**config.mk**
```make
export PLATFORM = sky130hd
export DESIGN_NAME = lpc_cfg_regs
export DESIGN_NICKNAME = d
export VERILOG_FILES = /design/src/rtl/lpc_pkg.sv /design/src/rtl/lpc_cfg_regs.sv
export SDC_FILE = /design/constraint.sdc
export NUM_CORES = 1
export LEC_CHECK = 0
export BUFFER_PORTS_ARGS = -buffer_cell sky130_fd_sc_hd__buf_4
export CORE_MARGIN = 2
export CORE_UTILIZATION = 40
export DETAILED_ROUTE_END_ITERATION = 10
export PLACE_DENSITY = 0.7
export SYNTH_ARGS = -nofsm -noshare
export SYNTH_HDL_FRONTEND = slang
export SYNTH_SLANG_ARGS = --single-unit
```
**constraint.sdc**
```tcl
create_clock -name clk_i -period 4.02 [get_ports clk_i]
set_input_delay 0.804 -clock clk_i [delete_from_list [all_inputs] [get_ports clk_i]]
set_output_delay 0.804 -clock clk_i [all_outputs]
set_load 0.02 [all_outputs]
```
**src/rtl/lpc_pkg.sv**
```systemverilog
`timescale 1ns / 1ps
// ----------------------------------------------------------------------------
// lpc_pkg
// Shared types, constants and helpers for the lidar polar-to-Cartesian block.
// ----------------------------------------------------------------------------
package lpc_pkg;

  // Default widths of the range and angle datapaths
  localparam int RANGE_BITS_DEF = 16;
  localparam int ANGLE_BITS_DEF = 16;

  // Register and port widths
  localparam int CFG_W        = 16;
  localparam int APB_AW       = 4;
  localparam int APB_DW       = 32;
  localparam int RANGE_IN_W   = 16;
  localparam int COORD_W      = 17;
  localparam int OUT_TDATA_W  = 40;

  // CORDIC datapath
  localparam int CORDIC_STEPS = 30;
  localparam int PHASE_W      = 32;
  localparam int CX_W         = 33;
  localparam int CZ_W         = 32;
  localparam int TRIG_W       = 18;

  localparam logic signed [CX_W-1:0] CORDIC_GAIN_INV = 33'sd652032874;

  localparam logic signed [CZ_W-1:0] ATAN_TBL [CORDIC_STEPS] = '{
    32'sd536870912, 32'sd316933406, 32'sd167458907, 32'sd85004756,
    32'sd42667331,  32'sd21354465,  32'sd10679838,  32'sd5340245,
    32'sd2670163,   32'sd1335087,   32'sd667544,    32'sd333772,
    32'sd166886,    32'sd83443,     32'sd41722,     32'sd20861,
    32'sd10430,     32'sd5215,      32'sd2608,      32'sd1304,
    32'sd652,       32'sd326,       32'sd163,       32'sd81,
    32'sd41,        32'sd20,        32'sd10,        32'sd5,
    32'sd3,         32'sd1
  };

  // Rounding and saturation
  localparam int TRIG_ROUND_SH = 14;
  localparam int TRIG_HALF     = 8192;
  localparam int TRIG_LIMIT    = 65536;
  localparam int PROD_ROUND_SH = 16;
  localparam int PROD_HALF     = 32768;
  localparam int COORD_LIMIT   = 65535;

  localparam logic [CFG_W-1:0] MAX_RANGE_RST = 16'hFFFF;

  // Register map, word index
  typedef enum logic [1:0] {
    REG_START_ANGLE = 2'd0,
    REG_ANGLE_STEP  = 2'd1,
    REG_MIN_RANGE   = 2'd2,
    REG_MAX_RANGE   = 2'd3
  } reg_idx_e;

  // Quadrant of the beam angle
  typedef enum logic [1:0] {
    QUAD_0 = 2'd0,
    QUAD_1 = 2'd1,
    QUAD_2 = 2'd2,
    QUAD_3 = 2'd3
  } quad_e;

  typedef struct packed {
    logic [CFG_W-1:0] start_angle;
    logic [CFG_W-1:0] angle_step;
    logic [CFG_W-1:0] min_range;
    logic [CFG_W-1:0] max_range;
  } cfg_t;

  // Round a CORDIC component to Q1.16, half away from zero, clamp to +-1.0
  function automatic logic signed [TRIG_W-1:0] trig_round(input logic signed [CX_W-1:0] v);
    logic signed [CX_W:0] ext;
    logic [CX_W:0]        mag;
    logic [CX_W:0]        rnd;
    logic [TRIG_W-1:0]    lim;
    ext = (CX_W+1)'(v);
    mag = v[CX_W-1] ? -ext : ext;
    rnd = (mag + (CX_W+1)'(TRIG_HALF)) >> TRIG_ROUND_SH;
    if (rnd > (CX_W+1)'(TRIG_LIMIT)) begin
      lim = TRIG_W'(TRIG_LIMIT);
    end else begin
      lim = rnd[TRIG_W-1:0];
    end
    return v[CX_W-1] ? -$signed(lim) : $signed(lim);
  endfunction

endpackage

```
**src/rtl/lpc_cfg_regs.sv**
```systemverilog
`timescale 1ns / 1ps
// ----------------------------------------------------------------------------
// lpc_cfg_regs
// APB register file: start angle, angle step and the range window.
// ----------------------------------------------------------------------------
module lpc_cfg_regs (
  input  logic                        clk_i,
  input  logic                        rst_ni,
  input  logic                        psel_i,
  input  logic                        penable_i,
  input  logic                        pwrite_i,
  input  logic [lpc_pkg::APB_AW-1:0]  paddr_i,
  input  logic [lpc_pkg::APB_DW-1:0]  pwdata_i,
  output logic [lpc_pkg::APB_DW-1:0]  prdata_o,
  output lpc_pkg::cfg_t               cfg_o
);
  import lpc_pkg::*;

  logic     wr_en;
  reg_idx_e reg_idx;
  cfg_t     cfg_q, cfg_d;

  assign wr_en   = psel_i & penable_i & pwrite_i;
  assign reg_idx = reg_idx_e'(paddr_i[APB_AW-1:2]);

  // Write decode
  always_comb begin
    cfg_d = cfg_q;
    if (wr_en) begin
      case (reg_idx)
        REG_START_ANGLE: cfg_d.start_angle = pwdata_i[CFG_W-1:0];
        REG_ANGLE_STEP:  cfg_d.angle_step  = pwdata_i[CFG_W-1:0];
        REG_MIN_RANGE:   cfg_d.min_range   = pwdata_i[CFG_W-1:0];
        REG_MAX_RANGE:   cfg_d.max_range   = pwdata_i[CFG_W-1:0];
        default:         cfg_d = cfg_q;
      endcase
    end
  end

  always_ff @(posedge clk_i or negedge rst_ni) begin
    if (!rst_ni) begin
      cfg_q.start_angle <= '0;
      cfg_q.angle_step  <= '0;
      cfg_q.min_range   <= '0;
      cfg_q.max_range   <= MAX_RANGE_RST;
    end else begin
      cfg_q <= cfg_d;
    end
  end

  // Read back
  always_comb begin
    case (reg_idx)
      REG_START_ANGLE: prdata_o = APB_DW'(cfg_q.start_angle);
      REG_ANGLE_STEP:  prdata_o = APB_DW'(cfg_q.angle_step);
      REG_MIN_RANGE:   prdata_o = APB_DW'(cfg_q.min_range);
      REG_MAX_RANGE:   prdata_o = APB_DW'(cfg_q.max_range);
      default:         prdata_o = '0;
    endcase
  end

  assign cfg_o = cfg_q;

endmodule

```
==> metrics.txt <==
vias in the first global route 1,921; initial antenna violation count 0; Worst VDD drop 349.0 uV; Total GRT Usage around 17%; Die Area 8246 um2; WL per Instance 17.34 um; count of different cell masters after synthesis 19; CTS root buffer clkbuf_8; CP peak stage delay approximately 660 ps; CTS Buffer Depth 2; Ys Warns 0; Final TNS setup 0 ps; dpl ws about 1200 ps; Worst-Margin Slew 1115 ps; clock slew at reported path FFs around 70 ps; Clock Sink Count between 60 and 70; Crit. End Element output port; detail-routed via count per cell approximately 4.9; sequential fraction of design power roughly two fifths; Final Max Slew Viols 0; Final ANT Viol Nets 0; clock buffer count from CTS 9; max cap viols 0; Detailed Routing Iterations Pass 1 4; Setup Viol. Count Final 0; Gate power share between 30% and 40%; Leakage between 0.0015 and 0.002 uW; Final min period approximately 2800 ps; largest net degree at the start of global routing between 60 and 70; placed insts approximately 370; Critical Path RT around 3200 ps; CP Launch Type primary input; Cell Pwr Density between 500 and 600 nW/um2; non-filler cells, final around 380; DR vias approximately 1,900; sequential cell area fraction in the yosys report ~54%; post_cts resized 0; Die Y 90.81 um; Critical Path Fanout Max 19; ant diodes 0; worst hold path depth 1; Net Sw Frac 33.39%; post-DP HPWL around 4400 um; RSZ-0062 raised after global routing no; first-pass GRT wire length between 10,000 and 15,000 um; die width 90.81 um; CP Cell Sequence buf_4 > mux4_1 > buf_4; Slowest-stage cell, CP mux4_1; Final Hold Fails 0; Fin Clk Skew 0 ps; Syn Inst Count 178; share of post-route cells with drive strength above 1 between 70 and 80%; # nets final roughly 320; mean post-synth cell area 16.93 um2; mapped cell area 3014 um2; kind of critical path primary input to output port; max FFs per register 64; initial core utilization 41.33%; #FFs+latches synth 64; H-tree depth 3; Net Switching approximately 780 uW; top achievable clock speed 356.8 MHz; setup ws final around 1200 ps; final wirelength between 6000 and 7000 um; global route overflow 0; Layout area overhead 30.68%; initial drt markers between 50 and 60; postcts setup bufs 0; Core Area roughly 7300 um2; Power Internal between 1500 and 2000 uW; FP Rows 31; status finished clean; worst hold-check path type flip-flop to flip-flop; Clock power frac between 20% and 30%; Placer Congestion about 0.68; most used cell, CP buf_4; top-level port count ~140; worst skew pair latency 330 ps; CTS tree built; DRC 0; depth of the most critical reg-to-reg path 1; # port buffers ~100; hold_buf cts 0; CP arrival roughly 2000 ps; final worst path period share a little over two thirds; Max-slew headroom 25.66%
## Yosys cell counts (all sizes together)
cell,n,share of area [%]
nor2,1,0.21
conb,1,0.12
nand4,1,0.21
or3,1,0.21
inv,1,0.12
nand3,1,0.17
mux2,64,25
buf,25,6.8
dfstp,16,14
dfrtp,48,40
nor3,1,0.33
or2,1,0.21
mux4,16,13
clkbuf,1,0.12
## through the flow
step	util (%)	cell area (um2)	hold slack (ps)	power [uW]
floorplan	-	3070	508.4	1439
global placement	51.54	3759	507.8	1810
detailed placement	51.54	3759	519.3	1828
CTS	54.02	3939	536.0	2350
global route	54.02	3939	557.6	2434
finish	54.02	3939	535.0	2323
## logic make-up after synthesis
kind of cell	Yosys count	share of synthesized area, %
mux	80	37.73
simple gates	6	1.329
buf+inv	27	7.015
other cells	1	0.1244
flops	64	53.80
## critical path, delay by kind of cell
family | cells | cell delay, ps
mux | 1 | 660
buf+inv | 2 | 530
## final timing paths
kind | slack (ps) | to | from
min reg2reg | 530 | cfg_o[26] | cfg_o[26]
min in group asynchronous | 550 | cfg_o[18] | rst_ni
max | 1220 | prdata_o[13] | paddr_i[2]
max reg2reg | 3220 | cfg_o[31] | cfg_o[31]
min | 530 | cfg_o[26] | cfg_o[26]
max in group asynchronous | 2940 | cfg_o[61] | rst_ni
## layout make-up
type	instances	area (um2)
clock buffer	12	135.1
clock inverter	4	45.04
fill	636	3353
inverter	1	3.754
multi-input combinational	102	1244
sequential	64	1622
tap	99	123.9
timing repair buffer	102	765.7
## routing by layer
layer	vias to the layer above	global-route usage (%)	routed length (um)
met5	-	0	0
met2	87	25.25	3147
li1	826	-	-
met3	14	4.174	417
met4	0	7.449	141
met1	951	22.55	2953
## power by group through the flow
stage / logic, uW / clock network [uW] / registers (uW)
3_5_place_dp: 877 / 0 / 951
5_1_grt: 910 / 560 / 964
4_1_cts: 877 / 530 / 942
2_1_floorplan: 323 / 0 / 1120
3_3_place_gp: 867 / 0 / 944
6_report: 868 / 515 / 940
## layout by cell type (no fill, tap or decap)
master / netlist / layout
clkinv_2: 0 / 3
mux2_4: 10 / 10
conb_1: 1 / 16
or3_1: 1 / 1
nor2_2: 1 / 1
clkbuf_8: 0 / 9
buf_4: 18 / 102
nand3_1: 1 / 1
mux4_1: 5 / 5
mux4_2: 11 / 11
bufinv_16: 0 / 1
or2_1: 1 / 1
dfrtp_1: 48 / 48
dfstp_2: 16 / 16
mux2_2: 54 / 54
nand4_1: 1 / 1
nor3_4: 0 / 1
clkbuf_1: 1 / 3
inv_2: 1 / 1
(Power assumes the default switching activity.)
