--- src/rtl/lpc_pkg.sv ---
`timescale 1ns / 1ps
// ----------------------------------------------------------------------------
// lpc_pkg
// Shared types, constants and helpers for the lidar polar-to-Cartesian block.
// ----------------------------------------------------------------------------
package lpc_pkg;

  // Default widths of the range and angle datapaths
  localparam int RANGE_BITS_DEF = 16;
  localparam int ANGLE_BITS_DEF = 16;

  // Register and port widths
  localparam int CFG_W        = 16;
  localparam int APB_AW       = 4;
  localparam int APB_DW       = 32;
  localparam int RANGE_IN_W   = 16;
  localparam int COORD_W      = 17;
  localparam int OUT_TDATA_W  = 40;

  // CORDIC datapath
  localparam int CORDIC_STEPS = 30;
  localparam int PHASE_W      = 32;
  localparam int CX_W         = 33;
  localparam int CZ_W         = 32;
  localparam int TRIG_W       = 18;

  localparam logic signed [CX_W-1:0] CORDIC_GAIN_INV = 33'sd652032874;

  localparam logic signed [CZ_W-1:0] ATAN_TBL [CORDIC_STEPS] = '{
    32'sd536870912, 32'sd316933406, 32'sd167458907, 32'sd85004756,
    32'sd42667331,  32'sd21354465,  32'sd10679838,  32'sd5340245,
    32'sd2670163,   32'sd1335087,   32'sd667544,    32'sd333772,
    32'sd166886,    32'sd83443,     32'sd41722,     32'sd20861,
    32'sd10430,     32'sd5215,      32'sd2608,      32'sd1304,
    32'sd652,       32'sd326,       32'sd163,       32'sd81,
    32'sd41,        32'sd20,        32'sd10,        32'sd5,
    32'sd3,         32'sd1
  };

  // Rounding and saturation
  localparam int TRIG_ROUND_SH = 14;
  localparam int TRIG_HALF     = 8192;
  localparam int TRIG_LIMIT    = 65536;
  localparam int PROD_ROUND_SH = 16;
  localparam int PROD_HALF     = 32768;
  localparam int COORD_LIMIT   = 65535;

  localparam logic [CFG_W-1:0] MAX_RANGE_RST = 16'hFFFF;

  // Register map, word index
  typedef enum logic [1:0] {
    REG_START_ANGLE = 2'd0,
    REG_ANGLE_STEP  = 2'd1,
    REG_MIN_RANGE   = 2'd2,
    REG_MAX_RANGE   = 2'd3
  } reg_idx_e;

  // Quadrant of the beam angle
  typedef enum logic [1:0] {
    QUAD_0 = 2'd0,
    QUAD_1 = 2'd1,
    QUAD_2 = 2'd2,
    QUAD_3 = 2'd3
  } quad_e;

  typedef struct packed {
    logic [CFG_W-1:0] start_angle;
    logic [CFG_W-1:0] angle_step;
    logic [CFG_W-1:0] min_range;
    logic [CFG_W-1:0] max_range;
  } cfg_t;

  // Round a CORDIC component to Q1.16, half away from zero, clamp to +-1.0
  function automatic logic signed [TRIG_W-1:0] trig_round(input logic signed [CX_W-1:0] v);
    logic signed [CX_W:0] ext;
    logic [CX_W:0]        mag;
    logic [CX_W:0]        rnd;
    logic [TRIG_W-1:0]    lim;
    ext = (CX_W+1)'(v);
    mag = v[CX_W-1] ? -ext : ext;
    rnd = (mag + (CX_W+1)'(TRIG_HALF)) >> TRIG_ROUND_SH;
    if (rnd > (CX_W+1)'(TRIG_LIMIT)) begin
      lim = TRIG_W'(TRIG_LIMIT);
    end else begin
      lim = rnd[TRIG_W-1:0];
    end
    return v[CX_W-1] ? -$signed(lim) : $signed(lim);
  endfunction

endpackage

--- src/rtl/lpc_scale.sv ---
`timescale 1ns / 1ps
// ----------------------------------------------------------------------------
// lpc_scale
// Rounds the CORDIC outputs to Q1.16, unfolds the quadrant, multiplies by
// the range and rounds the products to whole millimetres.
// ----------------------------------------------------------------------------
module lpc_scale #(
  parameter int RANGE_BITS = lpc_pkg::RANGE_BITS_DEF
) (
  input  logic                                clk_i,
  input  logic                                rst_ni,
  input  logic                                en_i,
  input  logic                                valid_i,
  input  logic [RANGE_BITS-1:0]               range_i,
  input  logic [1:0]                          quad_i,
  input  logic signed [lpc_pkg::CX_W-1:0]     x_i,
  input  logic signed [lpc_pkg::CX_W-1:0]     y_i,
  output logic                                valid_o,
  output logic signed [lpc_pkg::COORD_W-1:0]  point_x_o,
  output logic signed [lpc_pkg::COORD_W-1:0]  point_y_o
);
  import lpc_pkg::*;

  localparam int PROD_W = RANGE_BITS + TRIG_W + 1;

  logic signed [TRIG_W-1:0] c_rnd, s_rnd;
  logic signed [TRIG_W-1:0] cos_d, sin_d;
  logic                     valid_a_q;
  logic [RANGE_BITS-1:0]    range_a_q;
  logic signed [TRIG_W-1:0] cos_q, sin_q;
  logic                     valid_b_q;
  logic signed [PROD_W-1:0] px_q, py_q;

  // Round product to mm, half away from zero, saturate
  function automatic logic signed [COORD_W-1:0] coord_round(input logic signed [PROD_W-1:0] p);
    logic [PROD_W-1:0]  mag;
    logic [PROD_W-1:0]  rnd;
    logic [COORD_W-1:0] lim;
    mag = p[PROD_W-1] ? -p : p;
    rnd = (mag + PROD_W'(PROD_HALF)) >> PROD_ROUND_SH;
    if (rnd > PROD_W'(COORD_LIMIT)) begin
      lim = COORD_W'(COORD_LIMIT);
    end else begin
      lim = rnd[COORD_W-1:0];
    end
    return p[PROD_W-1] ? -$signed(lim) : $signed(lim);
  endfunction

  assign c_rnd = trig_round(x_i);
  assign s_rnd = trig_round(y_i);

  // Unfold the quadrant
  always_comb begin
    case (quad_e'(quad_i))
      QUAD_0: begin
        cos_d = c_rnd;
        sin_d = s_rnd;
      end
      QUAD_1: begin
        cos_d = -s_rnd;
        sin_d = c_rnd;
      end
      QUAD_2: begin
        cos_d = -c_rnd;
        sin_d = -s_rnd;
      end
      QUAD_3: begin
        cos_d = s_rnd;
        sin_d = -c_rnd;
      end
      default: begin
        cos_d = c_rnd;
        sin_d = s_rnd;
      end
    endcase
  end

  always_ff @(posedge clk_i or negedge rst_ni) begin
    if (!rst_ni) begin
      valid_a_q <= 1'b0;
      valid_b_q <= 1'b0;
    end else if (en_i) begin
      valid_a_q <= valid_i;
      valid_b_q <= valid_a_q;
    end
  end

  // Trig register, then product register
  always_ff @(posedge clk_i) begin
    if (en_i) begin
      range_a_q <= range_i;
      cos_q     <= cos_d;
      sin_q     <= sin_d;
      px_q      <= $signed({1'b0, range_a_q}) * cos_q;
      py_q      <= $signed({1'b0, range_a_q}) * sin_q;
    end
  end

  assign valid_o   = valid_b_q;
  assign point_x_o = coord_round(px_q);
  assign point_y_o = coord_round(py_q);

endmodule

--- config.mk ---
export PLATFORM = sky130hd
export DESIGN_NAME = lpc_scale
export DESIGN_NICKNAME = d
export VERILOG_FILES = /design/src/rtl/lpc_pkg.sv /design/src/rtl/lpc_scale.sv
export SDC_FILE = /design/constraint.sdc
export NUM_CORES = 2
export LEC_CHECK = 0
export ABC_AREA = 1
export BUFFER_PORTS_ARGS = -buffer_cell sky130_fd_sc_hd__buf_2
export CAP_MARGIN = 20
export CELL_PAD_IN_SITES_DETAIL_PLACEMENT = 1
export CELL_PAD_IN_SITES_GLOBAL_PLACEMENT = 2
export CORE_MARGIN = 5
export CORE_UTILIZATION = 42
export CTS_BUF_LIST = sky130_fd_sc_hd__clkbuf_4 sky130_fd_sc_hd__clkbuf_8 sky130_fd_sc_hd__clkbuf_16
export CTS_CLUSTER_SIZE = 10
export DETAILED_ROUTE_END_ITERATION = 16
export MAX_ROUTING_LAYER = met4
export PLACE_DENSITY_LB_ADDON = 0.1
export SYNTH_ARGS = -nofsm -noshare
export SYNTH_HDL_FRONTEND = slang
export SYNTH_SLANG_ARGS = --single-unit
--- constraint.sdc ---
create_clock -name clk_i -period 15.4 [get_ports clk_i]
set_input_delay 3.08 -clock clk_i [delete_from_list [all_inputs] [get_ports clk_i]]
set_output_delay 3.08 -clock clk_i [all_outputs]
set_load 0.02 [all_outputs]
==> metrics.txt <==
Post-synth EDFFs=between 100 and 150; Critical R2R Capture=px_q[34]$_DFFE_PP_; vias in the first global route=roughly 31000; Fin Setup TNS=0 ns; Yosys reg bits=124; status=finished, final reports clean; first-pass GRT wire length=162 mm; area of the multi-input gates=25600 sq um; total CTS buffers=17; CP Class=register to primary output; Die W=297 um; DR vias/cell=4.95; Routed Antenna Nets=0; antenna diode count=0; initial antenna violation count=0; most frequent cells in the layout=nand2_1 (1286), inv_1 (1190), fa_1 (586); Mean Syn Cell Area=around 7.4 sq um; clk_skew=0.0175 ns; endpoint type of the worst setup path=primary output; hold_buf cts=0; hold path startpoint=valid_o$_DFFE_PN0P_; clk sinks=124; area of the die=88100 sq um; Setup violations, final=0; number of DRC markers in iteration 0=between 1000 and 1500; post-route minimum period=8.38 ns; worst r2r src=cos_q[5]$_DFFE_PP_; commonest register cell after synthesis=edfxtp_1; largest net degree at the start of global routing=77; core area=between 80000 and 90000 sq um; residual DRC count=0; most common cell after layout, fill and taps aside=nand2_1; gr usage total=0.230; slew margin rel.=0.360; share of layout cells above drive strength 1=0.0686; YS warnings=0; Crit path largest cell delay=0.36 ns; placed wire-length estimate=between 70 and 80 mm; CP Buf/Inv Count=8; root buf cell=clkbuf_16; CP arrival=5.30 ns; mapped cell area=between 30000 and 40000 sq um; worst slew pin tran=0.959 ns; Worst Hold Class=register to register; highest clock rate=roughly 120 MHz; input/output buffers=122; reg-to-reg setup timing slack=8.21 ns; nets=about 5600; gp weighted congestion=approximately 0.86; WL final=96.1 mm; Mapped Cells=4694; startpoint types=register; crit-path max FO=13; # rows=105; RSZ-0062 raised after global routing=false; Area growth syn-to-layout=6.36%; routed vias=28700; register area share after synthesis=0.107; CTS max path bufs=2; critical path's slowest cell=edfxtp_1; cell with the most instances on the worst path=nand2_1; synthesized netlist net count=5556; # fillers=10400; I/O pin count=123; first-pass detailed-route iteration total=5; Non-Filler Instances=5790; clk_lat worst skew=0.50 ns; post-synth cell types=55; Reg clk slew, reported paths=0.06 ns; starting density of the core=0.422; Routed WL per cell=16.6 um; max-slew violations=0; max cap viols=0; fin area=36800 sq um; DIE HEIGHT=297 um; Sequential Area=about 3700 sq um; post-cts gate resize count=0; R2R cell count=26; Required @ worst endpoint=12.32 ns; placed cells=roughly 5800; final hold vios=0; CTS tree=built; Overflow after GRT=0; delay-heaviest family, CP=simple AND/OR/NAND/NOR gates; Tcrit/Tclk final=0.544; H-tree depth=4; Cell Area, Placed=36200 sq um; postcts setup bufs=0; hold endpoint=valid_o$_DFFE_PN0P_; Post-synth ARST share=0.0161; hold depth=2
metrics by stage:
stage / util / worst slack, ns / hold WS [ns]
2_1_floorplan: - / 8.31 / 0.478
3_3_place_gp: 0.442 / 7.17 / 0.497
3_5_place_dp: 0.442 / 7.12 / 0.508
4_1_cts: 0.449 / 6.94 / 0.523
5_1_grt: 0.449 / 6.21 / 0.540
6_report: 0.449 / 7.02 / 0.517
cell families after synthesis:
| group | count (synthesis) | synth area share |
|---|---|---|
| AND/OR/NAND/NOR | 2015 | 0.250 |
| buffers and inverters | 1375 | 0.151 |
| adder cells (fa/ha/maj) | 774 | 0.407 |
| AO/OA/AOI/OAI | 227 | 0.0379 |
| XOR/XNOR | 179 | 0.0462 |
| flip-flops | 124 | 0.107 |
registers in the layout (all words and copies together) (netlist names):
signal and cells:
valid_o 1, py_q 35, sin_q 18, cos_q 18, valid_a_q 1, px_q 35
range_a_q 16
cell usage after synthesis (14+ instances only):
cell type / n / share of area
ha_1: 188 / 0.068
nand3_2: 14 / 0.0041
edfxtp_1: 122 / 0.11
xnor2_1: 51 / 0.013
nand2_1: 1286 / 0.14
xor2_1: 124 / 0.031
nor2_1: 266 / 0.029
inv_1: 1190 / 0.13
o21ai_0: 72 / 0.010
a21oi_1: 87 / 0.013
nand3b_1: 23 / 0.0050
clkbuf_1: 150 / 0.016
fa_1: 586 / 0.34
nand3_1: 207 / 0.030
nor2_2: 29 / 0.0052
nor3_1: 23 / 0.0033
nand2_2: 40 / 0.0072
nand4_1: 86 / 0.016
layer usage:
metal,track usage,part of all wire,up-vias
li1,-,-,13900
met1,0.300,0.47,14400
met2,0.396,0.50,312
met3,0.0240,0.025,78
met4,0.0391,0.012,0
met5,-,0,-
area by class of cell:
cell class | count | area share
inverters | 1200 | 0.123
repair buffers | 169 | 0.0264
well taps | 1070 | 0.0364
clock buffers | 18 | 0.0118
clock inverters | 14 | 0.00463
flip-flops and latches | 124 | 0.101
multi-input cells | 3195 | 0.697
how the worst max path moves through the flow:
stage          slack [ns]             endpoint          startpoint  depth (start not counted)
2_1_floorplan        8.31  sin_q[16]$_DFFE_PP_              y_i[6]                         31
3_3_place_gp         7.17  sin_q[16]$_DFFE_PP_             y_i[12]                         31
3_5_place_dp         7.12  sin_q[16]$_DFFE_PP_             y_i[12]                         31
4_1_cts              6.94        point_y_o[12]   py_q[5]$_DFFE_PP_                         32
5_1_grt              6.21        point_y_o[16]  py_q[11]$_DFFE_PP_                         34
6_report             7.02        point_y_o[12]   py_q[5]$_DFFE_PP_                         32
worst register-to-register path: cells and delay by family, from the launching register on:
family                   cells  cell delay (ns)
AO/OA/AOI/OAI                6             1.28
XOR/XNOR                     1             0.10
adder cells (fa/ha/maj)      7             3.46
buffers and inverters        4             0.25
flip-flops                   1             0.91
AND/OR/NAND/NOR              8             0.93
Power is not shown: default switching activity piles up to over one toggle a cycle in this logic, so the estimate is an artifact.
