--- config.mk ---
export PLATFORM = sky130hd
export DESIGN_NAME = lpc_out_skid
export DESIGN_NICKNAME = d
export VERILOG_FILES = /design/src/rtl/lpc_pkg.sv /design/src/rtl/lpc_out_skid.sv
export SDC_FILE = /design/constraint.sdc
export NUM_CORES = 1
export LEC_CHECK = 0
export ABC_AREA = 1
export BUFFER_PORTS_ARGS = -buffer_cell sky130_fd_sc_hd__buf_2
export CORE_ASPECT_RATIO = 0.9
export CORE_MARGIN = 1
export CORE_UTILIZATION = 46
export CTS_CLUSTER_SIZE = 28
export DETAILED_ROUTE_END_ITERATION = 8
export GPL_ROUTABILITY_DRIVEN = 0
export GPL_TIMING_DRIVEN = 0
export PLACE_DENSITY = 0.79
export SETUP_SLACK_MARGIN = 0.1
export SLEW_MARGIN = 20
export SYNTH_ARGS = -nofsm -noshare
export SYNTH_HDL_FRONTEND = slang
export SYNTH_SLANG_ARGS = --single-unit
--- constraint.sdc ---
create_clock -name clk_i -period 3.4 [get_ports clk_i]
set_input_delay 0.34 -clock clk_i [delete_from_list [all_inputs] [get_ports clk_i]]
set_output_delay 0.34 -clock clk_i [all_outputs]
set_load 0.01 [all_outputs]
--- src/rtl/lpc_pkg.sv ---
`timescale 1ns / 1ps
// ----------------------------------------------------------------------------
// lpc_pkg
// Shared types, constants and helpers for the lidar polar-to-Cartesian block.
// ----------------------------------------------------------------------------
package lpc_pkg;

  // Default widths of the range and angle datapaths
  localparam int RANGE_BITS_DEF = 16;
  localparam int ANGLE_BITS_DEF = 16;

  // Register and port widths
  localparam int CFG_W        = 16;
  localparam int APB_AW       = 4;
  localparam int APB_DW       = 32;
  localparam int RANGE_IN_W   = 16;
  localparam int COORD_W      = 17;
  localparam int OUT_TDATA_W  = 40;

  // CORDIC datapath
  localparam int CORDIC_STEPS = 30;
  localparam int PHASE_W      = 32;
  localparam int CX_W         = 33;
  localparam int CZ_W         = 32;
  localparam int TRIG_W       = 18;

  localparam logic signed [CX_W-1:0] CORDIC_GAIN_INV = 33'sd652032874;

  localparam logic signed [CZ_W-1:0] ATAN_TBL [CORDIC_STEPS] = '{
    32'sd536870912, 32'sd316933406, 32'sd167458907, 32'sd85004756,
    32'sd42667331,  32'sd21354465,  32'sd10679838,  32'sd5340245,
    32'sd2670163,   32'sd1335087,   32'sd667544,    32'sd333772,
    32'sd166886,    32'sd83443,     32'sd41722,     32'sd20861,
    32'sd10430,     32'sd5215,      32'sd2608,      32'sd1304,
    32'sd652,       32'sd326,       32'sd163,       32'sd81,
    32'sd41,        32'sd20,        32'sd10,        32'sd5,
    32'sd3,         32'sd1
  };

  // Rounding and saturation
  localparam int TRIG_ROUND_SH = 14;
  localparam int TRIG_HALF     = 8192;
  localparam int TRIG_LIMIT    = 65536;
  localparam int PROD_ROUND_SH = 16;
  localparam int PROD_HALF     = 32768;
  localparam int COORD_LIMIT   = 65535;

  localparam logic [CFG_W-1:0] MAX_RANGE_RST = 16'hFFFF;

  // Register map, word index
  typedef enum logic [1:0] {
    REG_START_ANGLE = 2'd0,
    REG_ANGLE_STEP  = 2'd1,
    REG_MIN_RANGE   = 2'd2,
    REG_MAX_RANGE   = 2'd3
  } reg_idx_e;

  // Quadrant of the beam angle
  typedef enum logic [1:0] {
    QUAD_0 = 2'd0,
    QUAD_1 = 2'd1,
    QUAD_2 = 2'd2,
    QUAD_3 = 2'd3
  } quad_e;

  typedef struct packed {
    logic [CFG_W-1:0] start_angle;
    logic [CFG_W-1:0] angle_step;
    logic [CFG_W-1:0] min_range;
    logic [CFG_W-1:0] max_range;
  } cfg_t;

  // Round a CORDIC component to Q1.16, half away from zero, clamp to +-1.0
  function automatic logic signed [TRIG_W-1:0] trig_round(input logic signed [CX_W-1:0] v);
    logic signed [CX_W:0] ext;
    logic [CX_W:0]        mag;
    logic [CX_W:0]        rnd;
    logic [TRIG_W-1:0]    lim;
    ext = (CX_W+1)'(v);
    mag = v[CX_W-1] ? -ext : ext;
    rnd = (mag + (CX_W+1)'(TRIG_HALF)) >> TRIG_ROUND_SH;
    if (rnd > (CX_W+1)'(TRIG_LIMIT)) begin
      lim = TRIG_W'(TRIG_LIMIT);
    end else begin
      lim = rnd[TRIG_W-1:0];
    end
    return v[CX_W-1] ? -$signed(lim) : $signed(lim);
  endfunction

endpackage

--- src/rtl/lpc_out_skid.sv ---
`timescale 1ns / 1ps
// ----------------------------------------------------------------------------
// lpc_out_skid
// Output register with a skid slot, so the pipeline stall is registered.
// ----------------------------------------------------------------------------
module lpc_out_skid (
  input  logic                                clk_i,
  input  logic                                rst_ni,
  input  logic                                valid_i,
  input  logic [lpc_pkg::OUT_TDATA_W-1:0]     data_i,
  output logic                                en_o,
  output logic                                m_tvalid_o,
  input  logic                                m_tready_i,
  output logic [lpc_pkg::OUT_TDATA_W-1:0]     m_tdata_o
);
  import lpc_pkg::*;

  logic                   push;
  logic                   out_v_q, out_v_d;
  logic                   skid_v_q, skid_v_d;
  logic [OUT_TDATA_W-1:0] out_data_q, out_data_d;
  logic [OUT_TDATA_W-1:0] skid_data_q, skid_data_d;

  // Pipeline advances while the skid slot is free
  assign en_o = ~skid_v_q;
  assign push = valid_i & en_o;

  always_comb begin
    out_v_d     = out_v_q;
    out_data_d  = out_data_q;
    skid_v_d    = skid_v_q;
    skid_data_d = skid_data_q;
    if (!out_v_q || m_tready_i) begin
      // Refill the output, oldest word first
      if (skid_v_q) begin
        out_v_d    = 1'b1;
        out_data_d = skid_data_q;
        skid_v_d   = 1'b0;
      end else begin
        out_v_d    = push;
        out_data_d = data_i;
      end
    end else if (push) begin
      // Output stalled: park the incoming word
      skid_v_d    = 1'b1;
      skid_data_d = data_i;
    end
  end

  always_ff @(posedge clk_i or negedge rst_ni) begin
    if (!rst_ni) begin
      out_v_q  <= 1'b0;
      skid_v_q <= 1'b0;
    end else begin
      out_v_q  <= out_v_d;
      skid_v_q <= skid_v_d;
    end
  end

  always_ff @(posedge clk_i) begin
    out_data_q  <= out_data_d;
    skid_data_q <= skid_data_d;
  end

  assign m_tvalid_o = out_v_q;
  assign m_tdata_o  = out_data_q;

endmodule

==> results of run 1 <==
[cells in the mapped netlist (all sizes together)]
library cell / number / area [µm²]
nand2: 123 / 509
edfxtp: 80 / 2400
buf: 9 / 108
nor2: 3 / 11.3
dfrtp: 2 / 50.1
inv: 2 / 15.0
[worst max-delay path, cell delays in order, from the launching register on]
cell and delay, ns:
dfrtp_1 0.38, nand2_2 0.29, buf_12 0.29, nor2_4 0.46, buf_16 0.25
[through the flow]
| stage | TNS, ns | hold WS, ns | instances |
|---|---|---|---|
| 2_1_floorplan | 0 | 0.0444 | 219 |
| 3_3_place_gp | -23.50 | 0.133 | 391 |
| 3_5_place_dp | 0 | 0.137 | 393 |
| 4_1_cts | 0 | 0.163 | 410 |
| 5_1_grt | 0 | 0.160 | 410 |
| 6_report | 0 | 0.183 | 410 |
[final cells by class]
cell class              instances  area share [%]
flip-flops and latches         82            62.6
multi-input cells             126            13.5
repair buffers                 88            12.3
clock buffers                  12            3.70
well taps                      87            2.78
plain buffers                   9            2.75
clock inverters                 4            1.92
inverters                       2           0.383
[placed cells by master, fill, tap and decap left out]
cell           instances
nand2_1              103
edfxtp_1              80
inv_1                  1
buf_6                  4
nand2_2               20
nor2_1                 2
dfrtp_1                2
nor2_4                 1
clkbuf_1               2
clkbuf_8              10
buf_2                 85
dlygate4sd3_1          1
inv_8                  1
buf_4                  3
buf_12                 3
buf_16                 1
bufinv_16              2
clkinvlp_4             2
[layer usage]
metal,global-route usage [%],routed length (µm)
met3,7.34,364
met5,0,0
met1,20.2,2260
met2,25.2,2610
met4,5.65,55
[cell families after synthesis]
kind of cell  share of synthesized area (%)
flops                                  79.2
buf+inv                                3.96
simple gates                           16.8
[power groups by stage]
stage	sequential, mW	combinational (mW)	clock, mW
after floorplan	1.27	0.102	0
after global placement	1.24	0.232	0
after detailed placement	1.24	0.250	0
after CTS	1.22	0.251	0.784
after global routing	1.22	0.275	0.823
final	1.22	0.246	0.765
[repair_timing]
| action | CTS | global route |
|---|---|---|
| gates resized for setup | 0 | 0 |
| hold endpoints to repair | 2 | 0 |
| setup buffers | 0 | 0 |
| hold buffers | 1 | 0 |
[sequential cells by signal (all words and copies together) (netlist names)]
register	flops
m_tdata_o	40
m_tvalid_o	1
skid_data_q	40
skid_v_q	1
[final timing paths]
| path | from | end | slack (ns) |
|---|---|---|---|
| hold reg to reg | skid_data_q[20]$_DFFE_PP_ | m_tdata_o[20]$_DFFE_PP_ | 0.52 |
| max in group asynchronous | rst_ni | skid_v_q$_DFFE_PN0P_ | 2.98 |
| min in group asynchronous | rst_ni | m_tvalid_o$_DFFE_PN0P_ | 0.32 |
| hold / removal | data_i[16] | skid_data_q[16]$_DFFE_PP_ | 0.18 |
| setup reg to reg | m_tvalid_o$_DFFE_PN0P_ | skid_data_q[11]$_DFFE_PP_ | 1.43 |
| setup / recovery | m_tvalid_o$_DFFE_PN0P_ | skid_data_q[11]$_DFFE_PP_ | 1.43 |
==> reports/qor.csv, run 1 <==
stage,metric,value,unit
pwr,Max IR drop VDD,0.000290,V
drt,"antenna viol nets, final",0,
setup_path,WP data arrival,2.02,ns
sta,crit path time final,1.97,ns
synth,Synth Register Bits,82,
final_layout,multi-input logic area,531,µm²
floorplanning,num rows,27,
synth,syn_area_per_cell,14.1,µm²
sta,slew at the pin with the worst max-slew slack,0.546,ns
setup_path,CP Data Required Time,3.45,ns
drt,WL final,5.29,mm
final_layout,layout cells sized above 1,40.9,%
grt,total gr overflow,0,
grt,overall global routing resource usage,16.3,%
floorplanning,chip height,79.8,µm
placement,DP Wirelength,3.60,mm
final_layout,number of fillers in the final layout,508,
drt,total number of vias,1870,
floorplanning,Starting Density,49.0,%
floorplanning,Ports,86,
cts,Num CTS Buffers,9,
final_layout,Final nets,362,
setup_path,Startpoint Class,flop,
synth,Mapped Area,3100,µm²
floorplanning,die width,88.5,µm
synth,"Seq/Total Area, Yosys",79.2,%
sta,final hold violations,0,
sta,Final setup viols,0,
sta,Max Fclk,507,MHz
synth,Synth cell types,10,
final_layout,utilization after layout,62.0,%
pwr,Comb pwr share,11.0,%
cts,"Reg clk slew, reported paths",0.08,ns
pwr,Power Total,2.23,mW
cts,clk root buf,clkbuf_8,
pwr,Power Internal,1.74,mW
drt,WL/cell,12.9,µm
placement,placed inst area,3690,µm²
status,status,"finished, final reports clean",
floorplanning,die area,7060,µm²
sta,unrepaired setup endpoints after global routing,false,
pwr,net switching power,492,µW
final_layout,final instance area,3920,µm²
grt,antenna violations before repair,0,
sta,final setup margin,1.43,ns
synth,Synth Instances,219,
sta,headroom to the max-slew limit,63.5,%
grt,vias in the first global route,1828,
floorplanning,core area,6320,µm²
final_layout,synth-to-layout area growth,26.6,%
sta,final setup skew,0.00864,ns
final_layout,# diodes,0,
cts,clock sink count,82,
drt,vias per cell,4.56,
setup_path,Worst R2R Path Depth,4,
setup_path,CP max FO,27,
setup_path,Setup Crit Path Kind,flop to flop,
run,max_cap viols,0,
pwr,register share of total power,54.6,%
worst_hold_path,Hold Path Stages,1,
cts,number of H-tree levels,3,
sta,Pins Over Slew Limit,0,
pwr,Leakage Power,1.69,nW
pwr,Power Density,568,nW/µm²
cts,Clock Latency Late Sink,0.34,ns
synth,Yosys warning count,0,
cts,Clock Path Buffers,2,
grt,pin count of the biggest net entering global routing,28,
placement,I/O Buffers,85,
grt,first-pass GRT wire length,8.27,mm
drt,initial DRC count,107,
setup_path,critical path capture point type,flop,
placement,pre-CTS WS,1.26,ns
cts,CTS tree,done,
pwr,Clock power frac,34.3,%
worst_hold_path,Hold Crit Class,primary input to flop,
drt,1st-pass router iterations,4,
synth,Syn Nets,263,
pwr,Net Sw Frac,22.1,%
sta,period utilization,58.0,%
drt,Remaining DRCs,0,
final_layout,register area,2450,µm²
(Power assumes the default switching activity.)
==> inputs of run 2 (changes only) <==
CORE_UTILIZATION = 50   (was 46)
PLACE_DENSITY = 0.82   (was 0.79)
clock period = 1.95 ns   (was 3.4 ns; I/O delays follow)
==> reports/qor.csv, run 2 (synthesized netlist as in run 1, its figures left out) <==
stage,metric,value,unit
status,status,"finished, violations left",
status,violated checks,DRC,
floorplanning,die width,84.9,µm
grt,antenna violations before repair,0,
setup_path,"Cell Chain, Critical Path",nand2_4 > nor2_4,
cts,Num CTS Buffers,9,
drt,total number of vias,1867,
grt,total gr overflow,0,
floorplanning,chip height,76.6,µm
setup_path,Setup Crit Path Kind,flop to flop,
sta,period utilization,83.6,%
cts,postcts setup bufs,0,
placement,placed cells,374,
pwr,Comb pwr share,11.6,%
pwr,Clock power frac,30.2,%
sta,minimum hold slack,0.0275,ns
final_layout,fin cells,394,
cts,CTS tree,done,
run,max_cap viols,0,
sta,Max Fclk,613,MHz
drt,WL final,5.42,mm
placement,I/O Buffers,85,
pwr,Power Density,950,nW/µm²
cts,"Reg clk slew, reported paths",0.08,ns
worst_hold_path,Hold Crit Class,primary input to flop,
sta,unrepaired setup endpoints after global routing,false,
placement,placed inst area,3620,µm²
setup_path,CP max FO,46,
sta,Pins Over Slew Limit,0,
pwr,Net Sw Frac,25.2,%
grt,pin count of the biggest net entering global routing,45,
drt,Remaining DRCs,6,
grt,vias in the first global route,1821,
pwr,Max IR drop VDD,0.000596,V
cts,clk root buf,clkbuf_8,
cts,clock sink count,82,
final_layout,"commonest non-fill, non-tap cell in the layout",nand2_1,
sta,TNS Setup,0,ns
drt,vias per cell,4.74,
pwr,Leakage Power,1.66,nW
setup_path,CP Data Required Time,1.96,ns
final_layout,final instance area,3840,µm²
drt,"antenna viol nets, final",0,
cts,Clock Latency Late Sink,0.35,ns
floorplanning,die area,6510,µm²
grt,overall global routing resource usage,17.5,%
sta,headroom to the max-slew limit,55.8,%
final_layout,Final nets,363,
final_layout,most frequent cells in the layout,"103 x nand2_1, 85 x buf_2, 80 x edfxtp_1",
setup_path,WP data arrival,1.64,ns
sta,final setup margin,0.320,ns
pwr,Power Internal,2.73,mW
placement,pre-CTS WS,-0.244,ns
floorplanning,core area,5820,µm²
sta,slew at the pin with the worst max-slew slack,0.663,ns
cts,number of H-tree levels,3,
placement,DP Wirelength,3.44,mm
grt,first-pass GRT wire length,8.47,mm
sta,crit path time final,1.63,ns
pwr,register share of total power,58.2,%
sta,Final setup viols,0,
setup_path,CP bufs+invs,0,
drt,1st-pass router iterations,6,
sta,final hold violations,0,
pwr,net switching power,922,µW
floorplanning,num rows,26,
floorplanning,Starting Density,53.2,%
drt,WL/cell,13.7,µm
setup_path,"slowest stage delay, CP",0.48,ns
sta,final setup skew,0.00561,ns
setup_path,critical path capture point type,flop,
drt,initial DRC count,136,
setup_path,slowest CP cell,nor2_4,
final_layout,synth-to-layout area growth,24.2,%
floorplanning,Ports,86,
final_layout,layout cells sized above 1,41.7,%
setup_path,Top delay family on crit path,simple AND/OR/NAND/NOR gates,
final_layout,# diodes,0,
cts,Clock Path Buffers,2,
setup_path,Startpoint Class,flop,
run 2: cell types whose count changed in the layout (fill, tap and decap cells not counted), moves of 2 or more:
cell       change
clkbuf_1       -2
bufinv_16      -2
nor2_4         +3
inv_6          +2
run 2: cell type report:
| class | count | area [µm²] |
|---|---|---|
| plain buffers | 9 | 108 |
| clock buffers | 9 | 124 |
| clock inverters | 7 | 53.8 |
| fillers | 427 | 1980 |
| inverters | 2 | 15.0 |
| multi-input cells | 129 | 569 |
| flip-flops and latches | 82 | 2450 |
| well taps | 70 | 87.6 |
| repair buffers | 86 | 435 |
run 2: metrics by stage:
step	util [%]	power, mW
after floorplan	-	2.39
after CTS	65.6	3.67
after global placement	62.2	2.57
after detailed placement	62.2	2.58
after global routing	66.0	3.80
final	66.0	3.65
run 2: repair_timing:
| item | CTS | global route |
|---|---|---|
| endpoints found under the setup margin | 40 | 40 |
| resized for setup | 1 | 2 |
| gates cloned | 1 | 2 |
| hold endpoints to repair | 2 | 0 |
| pin swaps | 1 | 2 |
| hold buffers | 1 | 0 |
run 2: path summary, 6_finish.rpt:
check	startpoint	end	slack [ns]	depth (start not counted)
worst max-delay path	m_tvalid_o$_DFFE_PN0P_	skid_data_q[36]$_DFFE_PP_	0.32	2
worst max register to register	m_tvalid_o$_DFFE_PN0P_	skid_data_q[36]$_DFFE_PP_	0.32	2
min in group asynchronous	rst_ni	m_tvalid_o$_DFFE_PN0P_	0.18	2
max in group asynchronous	rst_ni	skid_v_q$_DFFE_PN0P_	1.68	2
worst min-delay path	data_i[19]	skid_data_q[19]$_DFFE_PP_	0.03	1
worst min register to register	skid_data_q[33]$_DFFE_PP_	m_tdata_o[33]$_DFFE_PP_	0.52	2
run 2: per-layer routing:
metal / GRT usage, % / vias up / wire length [µm]
met1: 21.4 / 849 / 2320
met2: 28.3 / 69 / 2650
met5: 0 / - / 0
met3: 5.96 / 9 / 343
li1: - / 940 / -
met4: 7.63 / 0 / 96
run 2: power groups by stage:
stage | Combinational, mW | Clock [mW] | Sequential [mW]
finish | 0.425 | 1.10 | 2.12
global route | 0.472 | 1.19 | 2.14
CTS | 0.424 | 1.12 | 2.13
detailed placement | 0.418 | 0 | 2.17
global placement | 0.406 | 0 | 2.16
floorplan | 0.180 | 0 | 2.21
